$ cat src/hw/rtl/cbf_pkg.sv
// Shared types, constants and helper functions of the chain bending force unit.
// Used by the datapath, the controller and the top level; depends on nothing else.
`default_nettype none

package cbf_pkg;

  // Longest chain in monomers; a monomer that would get this index is dropped.
  localparam int unsigned MAX_CHAIN = 4096;
  localparam int unsigned IDX_W     = 12;
  localparam int unsigned LP_W      = 31;
  // Width of a tangent difference term and of a force before saturation.
  localparam int unsigned TM_W      = 34;
  localparam int unsigned FRC_W     = 52;

  localparam logic [1:0] STAT_OK        = 2'd0;
  localparam logic [1:0] STAT_ZERO_BOND = 2'd1;
  localparam logic [1:0] STAT_SAT       = 2'd2;

  typedef enum logic [4:0] {
    OP_NONE, OP_BOND, OP_SQA, OP_SQB, OP_SQRTA, OP_SQRTB, OP_UA, OP_UB,
    OP_DOT, OP_CI, OP_EN, OP_TM, OP_TP, OP_FMM, OP_FMD, OP_FPM, OP_FPD,
    OP_FIN, OP_ZERO, OP_COMMIT
  } op_e;

  typedef struct packed {
    op_e        op;
    logic [1:0] idx;
    logic       go;
    logic       wb;
  } cmd_t;

  typedef struct packed {
    logic first;
    logic too_long;
    logic seen_zero;
    logic zero_len;
    logic unit_busy;
    logic out_free;
  } sts_t;

  function automatic logic is_mul_op(op_e op);
    return op inside {OP_SQA, OP_SQB, OP_DOT, OP_EN, OP_TM, OP_TP, OP_FMM, OP_FPM};
  endfunction

  function automatic logic is_iter_op(op_e op);
    return op inside {OP_SQRTA, OP_SQRTB, OP_UA, OP_UB, OP_FMD, OP_FPD};
  endfunction

  function automatic logic [31:0] mag32(logic signed [31:0] v);
    return v[31] ? 32'(-v) : 32'(v);
  endfunction

  // The magnitude of a tangent difference never exceeds 2^31.
  function automatic logic [31:0] mag_tm(logic signed [TM_W-1:0] v);
    logic signed [TM_W-1:0] m;
    m = v[TM_W-1] ? -v : v;
    return m[31:0];
  endfunction

  function automatic logic ovf32(logic signed [FRC_W-1:0] v);
    return !((&v[FRC_W-1:31]) || !(|v[FRC_W-1:31]));
  endfunction

  function automatic logic [31:0] sat32(logic signed [FRC_W-1:0] v);
    if (ovf32(v)) begin
      return v[FRC_W-1] ? 32'h8000_0000 : 32'h7FFF_FFFF;
    end
    return v[31:0];
  endfunction

endpackage

`default_nettype wire

$ cat src/hw/rtl/cbf_ctrl.sv
// Controller of the chain bending force unit: steps the datapath through one joint.
// Depends on cbf_pkg.
`default_nettype none

module cbf_ctrl (
  input  logic          clk_i,
  input  logic          rst_ni,
  input  logic          in_valid_i,
  output logic          in_ready_o,
  input  cbf_pkg::sts_t sts_i,
  output cbf_pkg::cmd_t cmd_o
);
  import cbf_pkg::*;

  typedef enum logic [1:0] {S_IDLE, S_GO, S_WAIT, S_WB} state_e;

  state_e     state_q;
  op_e        op_q;
  logic [1:0] idx_q;

  op_e        nxt_op;
  logic [1:0] nxt_idx;
  logic       to_idle;
  logic       last;

  assign last = idx_q == 2'd2;

  // Order of operations for one request.
  always_comb begin
    nxt_op  = OP_NONE;
    nxt_idx = '0;
    to_idle = 1'b0;
    case (op_q)
      OP_BOND: begin
        if (sts_i.first || (!sts_i.too_long && sts_i.seen_zero)) begin
          nxt_op = OP_COMMIT;
        end else if (sts_i.too_long) begin
          to_idle = 1'b1;
        end else begin
          nxt_op = OP_SQA;
        end
      end
      OP_SQA: begin
        nxt_op  = last ? OP_SQB : OP_SQA;
        nxt_idx = last ? 2'd0 : idx_q + 2'd1;
      end
      OP_SQB: begin
        nxt_op  = last ? OP_SQRTA : OP_SQB;
        nxt_idx = last ? 2'd0 : idx_q + 2'd1;
      end
      OP_SQRTA: nxt_op = OP_SQRTB;
      OP_SQRTB: nxt_op = OP_UA;
      OP_UA: begin
        nxt_op  = last ? OP_UB : OP_UA;
        nxt_idx = last ? 2'd0 : idx_q + 2'd1;
      end
      OP_UB: begin
        nxt_op  = last ? OP_DOT : OP_UB;
        nxt_idx = last ? 2'd0 : idx_q + 2'd1;
      end
      OP_DOT: begin
        nxt_op  = last ? OP_CI : OP_DOT;
        nxt_idx = last ? 2'd0 : idx_q + 2'd1;
      end
      OP_CI: nxt_op = OP_EN;
      OP_EN: nxt_op = OP_TM;
      OP_TM: begin
        nxt_op  = last ? OP_TP : OP_TM;
        nxt_idx = last ? 2'd0 : idx_q + 2'd1;
      end
      OP_TP: begin
        nxt_op  = last ? OP_FMM : OP_TP;
        nxt_idx = last ? 2'd0 : idx_q + 2'd1;
      end
      OP_FMM: begin
        nxt_op  = OP_FMD;
        nxt_idx = idx_q;
      end
      OP_FMD: begin
        nxt_op  = last ? OP_FPM : OP_FMM;
        nxt_idx = last ? 2'd0 : idx_q + 2'd1;
      end
      OP_FPM: begin
        nxt_op  = OP_FPD;
        nxt_idx = idx_q;
      end
      OP_FPD: begin
        nxt_op  = last ? OP_FIN : OP_FPM;
        nxt_idx = last ? 2'd0 : idx_q + 2'd1;
      end
      OP_FIN, OP_ZERO: nxt_op = OP_COMMIT;
      default: to_idle = 1'b1;
    endcase
  end

  always_ff @(posedge clk_i or negedge rst_ni) begin
    if (!rst_ni) begin
      state_q <= S_IDLE;
      op_q    <= OP_NONE;
      idx_q   <= '0;
    end else begin
      case (state_q)
        S_IDLE: begin
          if (in_valid_i) begin
            state_q <= S_GO;
            op_q    <= OP_BOND;
            idx_q   <= '0;
          end
        end
        S_GO: begin
          if (op_q == OP_SQRTA && sts_i.zero_len) begin
            op_q <= OP_ZERO;
          end else if (is_mul_op(op_q)) begin
            state_q <= S_WB;
          end else if (is_iter_op(op_q)) begin
            state_q <= S_WAIT;
          end else if ((op_q == OP_FIN || op_q == OP_ZERO) && !sts_i.out_free) begin
            state_q <= S_GO;
          end else if (to_idle) begin
            state_q <= S_IDLE;
            op_q    <= OP_NONE;
          end else begin
            op_q  <= nxt_op;
            idx_q <= nxt_idx;
          end
        end
        S_WAIT: begin
          if (!sts_i.unit_busy) begin
            state_q <= S_WB;
          end
        end
        S_WB: begin
          state_q <= S_GO;
          op_q    <= nxt_op;
          idx_q   <= nxt_idx;
        end
        default: state_q <= S_IDLE;
      endcase
    end
  end

  assign in_ready_o = state_q == S_IDLE;
  assign cmd_o.op   = op_q;
  assign cmd_o.idx  = idx_q;
  assign cmd_o.go   = state_q == S_GO;
  assign cmd_o.wb   = state_q == S_WB;

`ifndef NO_ASSERTIONS
  a_accept_bond : assert property (@(posedge clk_i) disable iff (!rst_ni)
    (in_valid_i && in_ready_o) |=> (cmd_o.go && cmd_o.op == OP_BOND))
    else $error("accepted request did not start with the bond step");

  a_wait_iter : assert property (@(posedge clk_i) disable iff (!rst_ni)
    (state_q == S_WAIT) |-> is_iter_op(op_q))
    else $error("waiting on a unit for an operation that has none");

  a_wb_origin : assert property (@(posedge clk_i) disable iff (!rst_ni)
    (state_q == S_WB) |-> ($past(state_q) == S_GO || $past(state_q) == S_WAIT))
    else $error("write-back step entered out of order");
`endif

endmodule

`default_nettype wire

$ cat config.mk
export PLATFORM = sky130hd
export DESIGN_NAME = cbf_ctrl
export DESIGN_NICKNAME = d
export VERILOG_FILES = /design/src/hw/rtl/cbf_pkg.sv /design/src/hw/rtl/cbf_ctrl.sv
export SDC_FILE = /design/constraint.sdc
export NUM_CORES = 1
export LEC_CHECK = 0
export ABC_AREA = 0
export BUFFER_PORTS_ARGS = -buffer_cell sky130_fd_sc_hd__buf_4
export CORE_MARGIN = 2
export CORE_UTILIZATION = 50
export CTS_BUF_LIST = sky130_fd_sc_hd__clkbuf_16
export CTS_CLUSTER_SIZE = 25
export DETAILED_ROUTE_END_ITERATION = 10
export GPL_TIMING_DRIVEN = 0
export PLACE_DENSITY = 0.77
export RECOVER_POWER = 50
export SLEW_MARGIN = 20
export SYNTH_ARGS = -nofsm -noshare
export SYNTH_HDL_FRONTEND = slang
export SYNTH_SLANG_ARGS = --single-unit
export TNS_END_PERCENT = 100
$ cat constraint.sdc
create_clock -name clk_i -period 1.95 [get_ports clk_i]
set_input_delay 0.39 -clock clk_i [delete_from_list [all_inputs] [get_ports clk_i]]
set_output_delay 0.39 -clock clk_i [all_outputs]
set_load 0.02 [all_outputs]
## Yosys cells after proc, flatten, opt, wreduce, memory -nomap -nowiden

Index checks and enable logic that the tools add are counted.

| word-level totals | value |
|---|---|
| register bits | 9 |
| input port bits | 9 |

| cells by class | value |
|---|---|
| $add $sub $neg | 1 |
| equality and inequality tests | 33 |
| mux-type cells | 39 |
| reduce and logical (&&, ||, !) cells | 18 |

Operators with widths:

| operator | count |
|---|---|
| 5-bit case mux with 17 select lines | 1 |
| 5-bit by 4-bit equality test with 1-bit output (second input constant) | 8 |
| 5-bit two-way mux | 8 |
| 2-bit two-way mux | 16 |
| 5-bit by 3-bit equality test with 1-bit output (second input constant) | 4 |
| 17-bit OR reduction | 1 |
| 5-bit equality test (second input constant) | 3 |
| 5-bit case mux with 3 select lines | 1 |
| 2-bit != test (second input constant) | 7 |
| 5-bit by 2-bit equality test with 1-bit output (second input constant) | 2 |
| 3-bit != test (second input constant) | 3 |
| 9-bit OR reduction | 1 |
| 2-bit case mux with 4 select lines | 1 |
| 8-bit nonzero test | 1 |
| 7-bit AND reduction | 1 |
| 2-bit equality test (second input constant) | 3 |
| 1-bit two-way mux | 6 |
| 3-bit two-way mux | 2 |
| 2-bit case mux with 3 select lines | 1 |
| 6-bit nonzero test | 1 |
| 5-bit by 1-bit equality test with 1-bit output (second input constant) | 1 |
| 5-bit by 1-bit != test with 1-bit output (second input constant) | 1 |
| 5-bit AND reduction | 1 |
| 4-bit two-way mux | 1 |
| other kinds (11) | 16 |

## Longest topological paths before layout

Gate-level depths: netlist of run 1.

| depth | value |
|---|---|
| word-level depth | 11 |
| mapped depth | 8 |

## Worst setup path after synthesis of run 1

Ideal clock, no wire load.

| path | value |
|---|---|
| path kind | register to register |
| start | register op_q[2] |
| end | register op_q[1] |
| library setup time | 79 ps |
| arrival | 1821 ps |
| setup slack | 49 ps |
| stages on the path, launching flop included | 8 |
| path buffers | 1 |
| cells stage by stage | dfrtp_1 buf_6 or3b_1 or4_1 and3_1 o311ai_1 o21bai_1 mux2i_1 |

| between the ends | value |
|---|---|
| word-level cells in the longest chain between the ends | 9 |
| elaborated cells on any way between the ends | 37 |
| classes of those cells | eq/ne: 21; mux: 8; reduce/logical: 8 |

RTL lines:

| element | line | RTL |
|---|---|---|
| start: declaration | cbf_ctrl.sv:18 | `op_e op_q;` |
| start signal: assignment | cbf_ctrl.sv:123 | `op_q <= nxt_op;` |
| start signal: assignment | cbf_ctrl.sv:134 | `op_q <= nxt_op;` |
| 5-bit by 3-bit equality test with 1-bit output (tied with other cells) | cbf_pkg.sv:46, cbf_ctrl.sv:33, cbf_ctrl.sv:111 |  |
| 17-bit OR reduction (no source line) / 2-bit OR reduction (equally long branches) | - |  |
| 1-bit case mux with 2 select lines / 5-bit case mux with 17 select lines (equally long branches) | cbf_ctrl.sv:33 | `case (op_q)` |
| 5-bit two-way mux | cbf_ctrl.sv:119 | `end else if (to_idle) begin` |
| 5-bit two-way mux | cbf_ctrl.sv:117 | `end else if ((op_q == OP_FIN \|\| op_q == OP_ZERO) && !sts_i.out_free) begin` |
| 5-bit two-way mux | cbf_ctrl.sv:115 | `end else if (is_iter_op(op_q)) begin` |
| 5-bit two-way mux | cbf_ctrl.sv:113 | `end else if (is_mul_op(op_q)) begin` |
| 5-bit two-way mux | cbf_ctrl.sv:111 | `if (op_q == OP_SQRTA && sts_i.zero_len) begin` |
| 5-bit case mux with 3 select lines | cbf_ctrl.sv:102 | `case (state_q)` |

Several ways; a longest one is shown, not always the timed one. The select of a mux whose other input is x is not followed.
A chain may end at the register's enable or synchronous reset.

## Final worst setup path of run 1

| path | value |
|---|---|
| start | register op_q[1] |
| end | register idx_q[0] |

| between the ends | value |
|---|---|
| word-level cells in the longest chain between the ends | 9 |
| elaborated cells on any way between the ends | 40 |
| classes of those cells | eq/ne: 23; mux: 8; reduce/logical: 9 |

RTL lines:

| element | line | RTL |
|---|---|---|
| 5-bit by 2-bit equality test with 1-bit output (tied with other cells) | cbf_pkg.sv:42, cbf_ctrl.sv:33 |  |
| 9-bit OR reduction (no source line) / 2-bit OR reduction (equally long branches) | - |  |
| 2-bit case mux with 2 select lines | cbf_ctrl.sv:33 |  |
| 2-bit two-way mux | cbf_ctrl.sv:119 |  |
| 2-bit two-way mux | cbf_ctrl.sv:117 |  |
| 2-bit two-way mux | cbf_ctrl.sv:115 |  |
| 2-bit two-way mux | cbf_ctrl.sv:113 |  |
| 2-bit two-way mux | cbf_ctrl.sv:111 |  |
| 2-bit case mux with 3 select lines | cbf_ctrl.sv:102 |  |
| end signal: assignment | cbf_ctrl.sv:124 | `idx_q <= nxt_idx;` |
| end signal: assignment | cbf_ctrl.sv:135 | `idx_q <= nxt_idx;` |
| end: declaration | cbf_ctrl.sv:19 | `logic [1:0] idx_q;` |

Several ways; a longest one is shown, not always the timed one. The select of a mux whose other input is x is not followed.

==> results of run 1 <==
-- sequential cells by signal, indices dropped and copies added, names as in the netlist --
register / count
op_q: 5
idx_q: 2
state_q: 2
-- metal layers --
metal	global-route usage	vias up	routed length (µm)
li1	-	566	-
met1	0.356	568	1320
met3	0.0697	8	288
met5	0	-	0
met2	0.444	80	1540
met4	0.106	0	84
-- cells in the mapped netlist (all sizes together), types with 2 or more instances --
master | count | area, µm²
a211o | 2 | 17.5
a211oi | 2 | 15.0
a21o | 2 | 15.0
a21oi | 10 | 50.1
a221oi | 2 | 23.8
a31o | 2 | 17.5
buf | 6 | 35.0
clkbuf | 5 | 18.8
dfrtp | 9 | 225
ha | 4 | 50.1
inv | 5 | 18.8
mux2i | 3 | 30.0
nand2 | 11 | 41.3
nand2b | 5 | 31.3
nand3 | 7 | 40.0
nor2 | 13 | 48.8
nor2b | 5 | 31.3
nor3 | 3 | 15.0
nor4b | 3 | 32.5
o211ai | 2 | 15.0
o21ai | 7 | 35.0
o22ai | 5 | 31.3
o311ai | 4 | 35.0
o31ai | 2 | 15.0
or4 | 2 | 15.0
-- power by group --
group	leakage (nW)	switching, mW	internal [mW]
sequential	0.116	0.0982	0.264
clock	0.0423	0.0876	0.268
combinational	0.407	1.13	0.801
total	0.566	1.32	1.33
-- through the flow --
| stage | instance area, µm² | instances |
|---|---|---|
| 3_3_place_gp | 1200 | 182 |
| 4_1_cts | 1340 | 189 |
| 6_report | 1390 | 189 |
| 5_1_grt | 1390 | 189 |
| 3_5_place_dp | 1200 | 182 |
| 2_1_floorplan | 1030 | 137 |
-- kinds of logic after synthesis --
| logic type | synth area share |
|---|---|
| compound gates | 0.330 |
| fa+ha+maj | 0.0580 |
| buf+inv | 0.0737 |
| flops | 0.218 |
| mux | 0.0399 |
| simple gates | 0.281 |
-- final timing paths --
kind | end | slack [ns] | cells after the start
setup reg to reg | idx_q[0] | -0.03 | 6
hold reg to reg | idx_q[0] | 0.57 | 1
max in group asynchronous | op_q[0] | 0.96 | 2
setup / recovery | idx_q[0] | -0.03 | 6
hold / removal | state_q[1] | 0.55 | 4
min in group asynchronous | op_q[1] | 0.63 | 2
-- cell type report --
type,instances,area (µm²),share of cell area
Clock inverter,1,3.75,0.00271
Tap cell,27,33.8,0.0244
Buffer,10,62.6,0.0451
Sequential cell,9,228,0.164
Inverter,6,22.5,0.0162
Timing Repair Buffer,22,156,0.113
Multi-Input combinational cell,111,805,0.580
Clock buffer,3,75.1,0.0542
-- worst reg2reg max path, cell delays in order (launching register included) --
cell and delay [ns]:
dfrtp_1 0.47, nand2_1 0.20, a31o_1 0.21, a21boi_2 0.31, nand3_2 0.16, a21o_1 0.22
mux2_1 0.30
-- what timing repair did --
item	CTS	global route
hold buffers	1	0
pin swaps	4	5
endpoints found under the setup margin	8	8
cloned	0	0
endpoints found under the hold margin	9	0
resized for setup	8	16
setup buffers	2	1
==> results.ini, run 1 <==
[setup_path]
path_class = reg -> reg
critPathTopFamily = compound AO/OA/AOI/OAI gates
path_cells = nand2_1 -> a31o_1 -> a21boi_2 -> nand3_2 -> a21o_1 -> mux2_1
reg2reg_from = op_q[1]
startpoint_type = register
crit_path_start = op_q[1]
worst_path_max_delay_cell = dfrtp_1
path_buf_inv = 0
cp_max_fo = 7
endpoint_kind = register
crit_arrival_ns = 2.09
max_stage_delay_ns = 0.47
required_ns = 2.06

[finish]
finalNetCount = 176
final_layout_size_suffix_gt1_frac = 0.290
fill_cells = 161
final_core_util = 0.707
n_antenna_cell = 0
final_common_cell = buf_4
most-common-layout-cells = buf_4 (19), nor2_1 (13), nand2_1 (11)
area_growth_pct = 34.0

[power]
total_power_mw = 2.65
power_density_nw_per_um2 = 1910
peakVddDrop_mv = 1.37
power.leakage_nw = 0.566

[global_routing]
grt_start_max_net_pins = 11
track_usage = 0.276
grt_pass1_wl_um = 5200
antenna_found_initial = 0
grt_pass1_vias = 1156
overflow = 0

[timing]
slew_headroom = 0.672
skew_ns = 0.00142
grt_setup_unrepaired = true
finalCriticalPeriod_ns = 1.98
final.setup.worst_slack_ns = -0.0334
fin_hold_ws_ns = 0.553
period_share = 1.02
fin_setup_tns_ns = -0.0736
fmax_mhz = 504
setup_violations = 4
tightest_slew_ns = 0.492
drv_slew = 0
hold_viol = 0

[logic_synthesis]
ys_types = 50
synth_nets = 150
synth_edf_count = 0
async_flop_share = 1.00
ys_ff_latch = 9
avgSynthCellArea_um2 = 7.55
yosysSeqAreaShare = 0.218
postSynthCellCount = 137
ys.flop_type = dfrtp_1
netlist_area_um2 = 1030
yosysWarnings = 0

[floorplan]
core_um2 = 1960
fp-row-count = 16
die_area_um2 = 2450
io_pins = 19
start_util = 0.527
die_y_um = 49.5
die_x_um = 49.5

[clock_network]
cts_buffers = 3
cts_tree = yes
clk_path_buf_depth = 2
cts.root.buffer_cell = clkbuf_16
cts_num_sinks = 9
cts_htree_levels = 1
insertion_delay_ns = 0.23
clk_pin_slew_ns = 0.04

[drt]
wl_per_cell_um = 17.1
drtPass1Iterations = 4
drc = 0
wl_um = 3230
vias = 1222
dr.first_iter.drc_count = 46
routed_via_density = 6.47
ant_nets = 0

[placed_design]
placement.setup.worst_slack_ns = -0.0776
portBuffers = 18
dpl.hpwl_um = 2280
gp_congestion = 0.944

[status]
outcome = finished with violations
violations = setup timing

[flow_run]
drv_cap = 0

[hold_path]
hp-start = sts_i[1]
min_path_type = in -> reg

(Power assumes the default switching activity.)
==> inputs of run 2 (changes only) <==
--- a/config.mk
+++ b/config.mk
@@ -14,7 +14,7 @@
 export DETAILED_ROUTE_END_ITERATION = 10
 export GPL_TIMING_DRIVEN = 0
 export PLACE_DENSITY = 0.77
-export RECOVER_POWER = 50
+export RECOVER_POWER = 25
 export SLEW_MARGIN = 20
 export SYNTH_ARGS = -nofsm -noshare
 export SYNTH_HDL_FRONTEND = slang
==> results.ini, run 2 (synthesized netlist as in run 1, its figures left out) <==
[status]
outcome = finished with violations  ; unchanged
violations = setup timing  ; unchanged

[global_routing]
track_usage = 0.276  ; unchanged
grt_pass1_vias = 1156  ; unchanged
grt_start_max_net_pins = 11  ; unchanged
antenna_found_initial = 0  ; unchanged
grt_pass1_wl_um = 5200  ; unchanged
overflow = 0  ; unchanged

[setup_path]
path_class = reg -> reg  ; unchanged
r2r_slack_ns = -0.04  ; was -0.03 ns
cp_max_fo = 7  ; unchanged
worst_path_max_delay_cell = dfrtp_1  ; unchanged
reg2regPathDepth = 6  ; unchanged
endpoint_kind = register  ; unchanged
crit_path_start = op_q[1]  ; unchanged
r2r-end = idx_q[0]  ; unchanged
path_buf_inv = 0  ; unchanged
path_cells = nand2_1 -> a31o_1 -> a21boi_2 -> nand3_2 -> a21o_1 -> mux2_1  ; unchanged
crit_arrival_ns = 2.10  ; was 2.09 ns
startpoint_type = register  ; unchanged
max_stage_delay_ns = 0.47  ; about the same
reg2reg_from = op_q[1]  ; unchanged
critPathTopFamily = compound AO/OA/AOI/OAI gates  ; unchanged
required_ns = 2.06  ; about the same

[drt]
routed_via_density = 6.41  ; was 6.47
wl_per_cell_um = 17.0  ; was 17.1 µm
wl_um = 3210  ; was 3230 µm
drtPass1Iterations = 4  ; unchanged
ant_nets = 0  ; unchanged
vias = 1211  ; was 1222
dr.first_iter.drc_count = 46  ; unchanged
drc = 0  ; unchanged

[flow_run]
drv_cap = 0  ; unchanged

[clock_network]
cts_tree = yes  ; unchanged
insertion_delay_ns = 0.23  ; about the same
cts_num_sinks = 9  ; unchanged
cts.root.buffer_cell = clkbuf_16  ; unchanged
clk_path_buf_depth = 2  ; unchanged
clk_pin_slew_ns = 0.04  ; about the same
cts_htree_levels = 1  ; unchanged
cts_buffers = 3  ; unchanged

[finish]
final_core_util = 0.710  ; was 0.707
n_antenna_cell = 0  ; unchanged
reg_top3 = op_q (5), idx_q (2), state_q (2)  ; unchanged
largest_reg_flops = 5  ; unchanged
finalNetCount = 176  ; unchanged
most-common-layout-cells = buf_4 (21), nor2_1 (13), nand2_1 (11)  ; was buf_4 (19), nor2_1 (13), nand2_1 (11)
final_layout_size_suffix_gt1_frac = 0.302  ; was 0.290
area_growth_pct = 34.7  ; was 34.0%
final_common_cell = buf_4  ; unchanged
largest_register = op_q  ; unchanged

[timing]
slew_headroom = 0.672  ; about the same
hold_viol = 0  ; unchanged
grt_setup_unrepaired = true  ; unchanged
final.setup.worst_slack_ns = -0.0364  ; was -0.0334 ns
tightest_slew_ns = 0.491  ; was 0.492 ns
period_share = 1.02  ; about the same
drv_slew = 0  ; unchanged
finalCriticalPeriod_ns = 1.99  ; was 1.98 ns
setup_violations = 4  ; unchanged
skew_ns = 0.00161  ; was 0.00142 ns
fmax_mhz = 503  ; was 504 MHz
fin_hold_ws_ns = 0.553  ; about the same

[hold_path]
min_path_type = in -> reg  ; unchanged
holdPathEnd = state_q[1]  ; unchanged
hp-start = sts_i[1]  ; unchanged
hold-path-cell-count = 4  ; unchanged

[floorplan]
start_util = 0.527  ; unchanged
die_y_um = 49.5  ; unchanged
die_area_um2 = 2450  ; unchanged
die_x_um = 49.5  ; unchanged
fp-row-count = 16  ; unchanged
core_um2 = 1960  ; unchanged
io_pins = 19  ; unchanged

[power]
power.leakage_nw = 0.574  ; was 0.566 nW
peakVddDrop_mv = 1.37  ; about the same
power_density_nw_per_um2 = 1910  ; about the same

[placed_design]
placement.setup.worst_slack_ns = -0.0776  ; unchanged
gp_congestion = 0.944  ; unchanged
dpl.hpwl_um = 2280  ; unchanged
portBuffers = 18  ; unchanged

[run 2: stage by stage]
step,cells,TNS [ns],total power [mW],area (µm²)
finish,189,-0.0733,2.66,1390
global route,189,-0.449,2.85,1390
CTS,189,-0.0772,2.52,1340
detailed placement,182,-0.192,2.03,1200
global placement,182,-0.0548,2.01,1200
floorplan,137,0,1.59,1030
[run 2: worst max path at each step]
stage                 endpoint  cells after the start
global route          idx_q[0]                      6
detailed placement  state_q[0]                      7
global placement    state_q[0]                      7
CTS                    op_q[1]                      7
finish                idx_q[0]                      6
floorplan              op_q[1]                      7
[run 2: power by group]
| group | total (mW) | internal, mW | switching (mW) |
|---|---|---|---|
| registers | 0.363 | 0.264 | 0.0984 |
| logic | 1.94 | 0.812 | 1.13 |
| clock network | 0.356 | 0.268 | 0.0881 |
| total | 2.66 | 1.34 | 1.32 |
[run 2: per-layer routing]
layer / up-vias / part of all wire / global-route usage / wire (µm)
met3: 10 / 0.093 / 0.0697 / 298
met4: 0 / 0.021 / 0.106 / 68
met1: 558 / 0.40 / 0.356 / 1280
met5: - / 0 / 0 / 0
li1: 569 / - / - / -
met2: 74 / 0.49 / 0.444 / 1570
[run 2: final cells by class]
| cell class | count | area [µm²] |
|---|---|---|
| Multi-Input combinational cell | 111 | 805 |
| Fill cell | 157 | 568 |
| Sequential cell | 9 | 228 |
| Timing Repair Buffer | 22 | 164 |
| Clock buffer | 3 | 75.1 |
| Buffer | 10 | 62.6 |
| Tap cell | 27 | 33.8 |
| Inverter | 6 | 22.5 |
| Clock inverter | 1 | 3.75 |
[run 2: timing repair]
item | 4_1_cts | 5_1_grt
endpoints found under the hold margin | 9 | 0
gates resized for setup | 8 | 16
hold buffers | 1 | 0
buffers inserted | 2 | 1
endpoints found under the setup margin | 8 | 8
pin swaps | 4 | 5
[run 2: tightest hold or removal path: cells and delay by family]
kind / cells / cell delay, ns
buffers and inverters: 1 / 0.08
multiplexers: 1 / 0.08
AND/OR/NAND/NOR: 1 / 0.13
AO/OA/AOI/OAI: 1 / 0.06
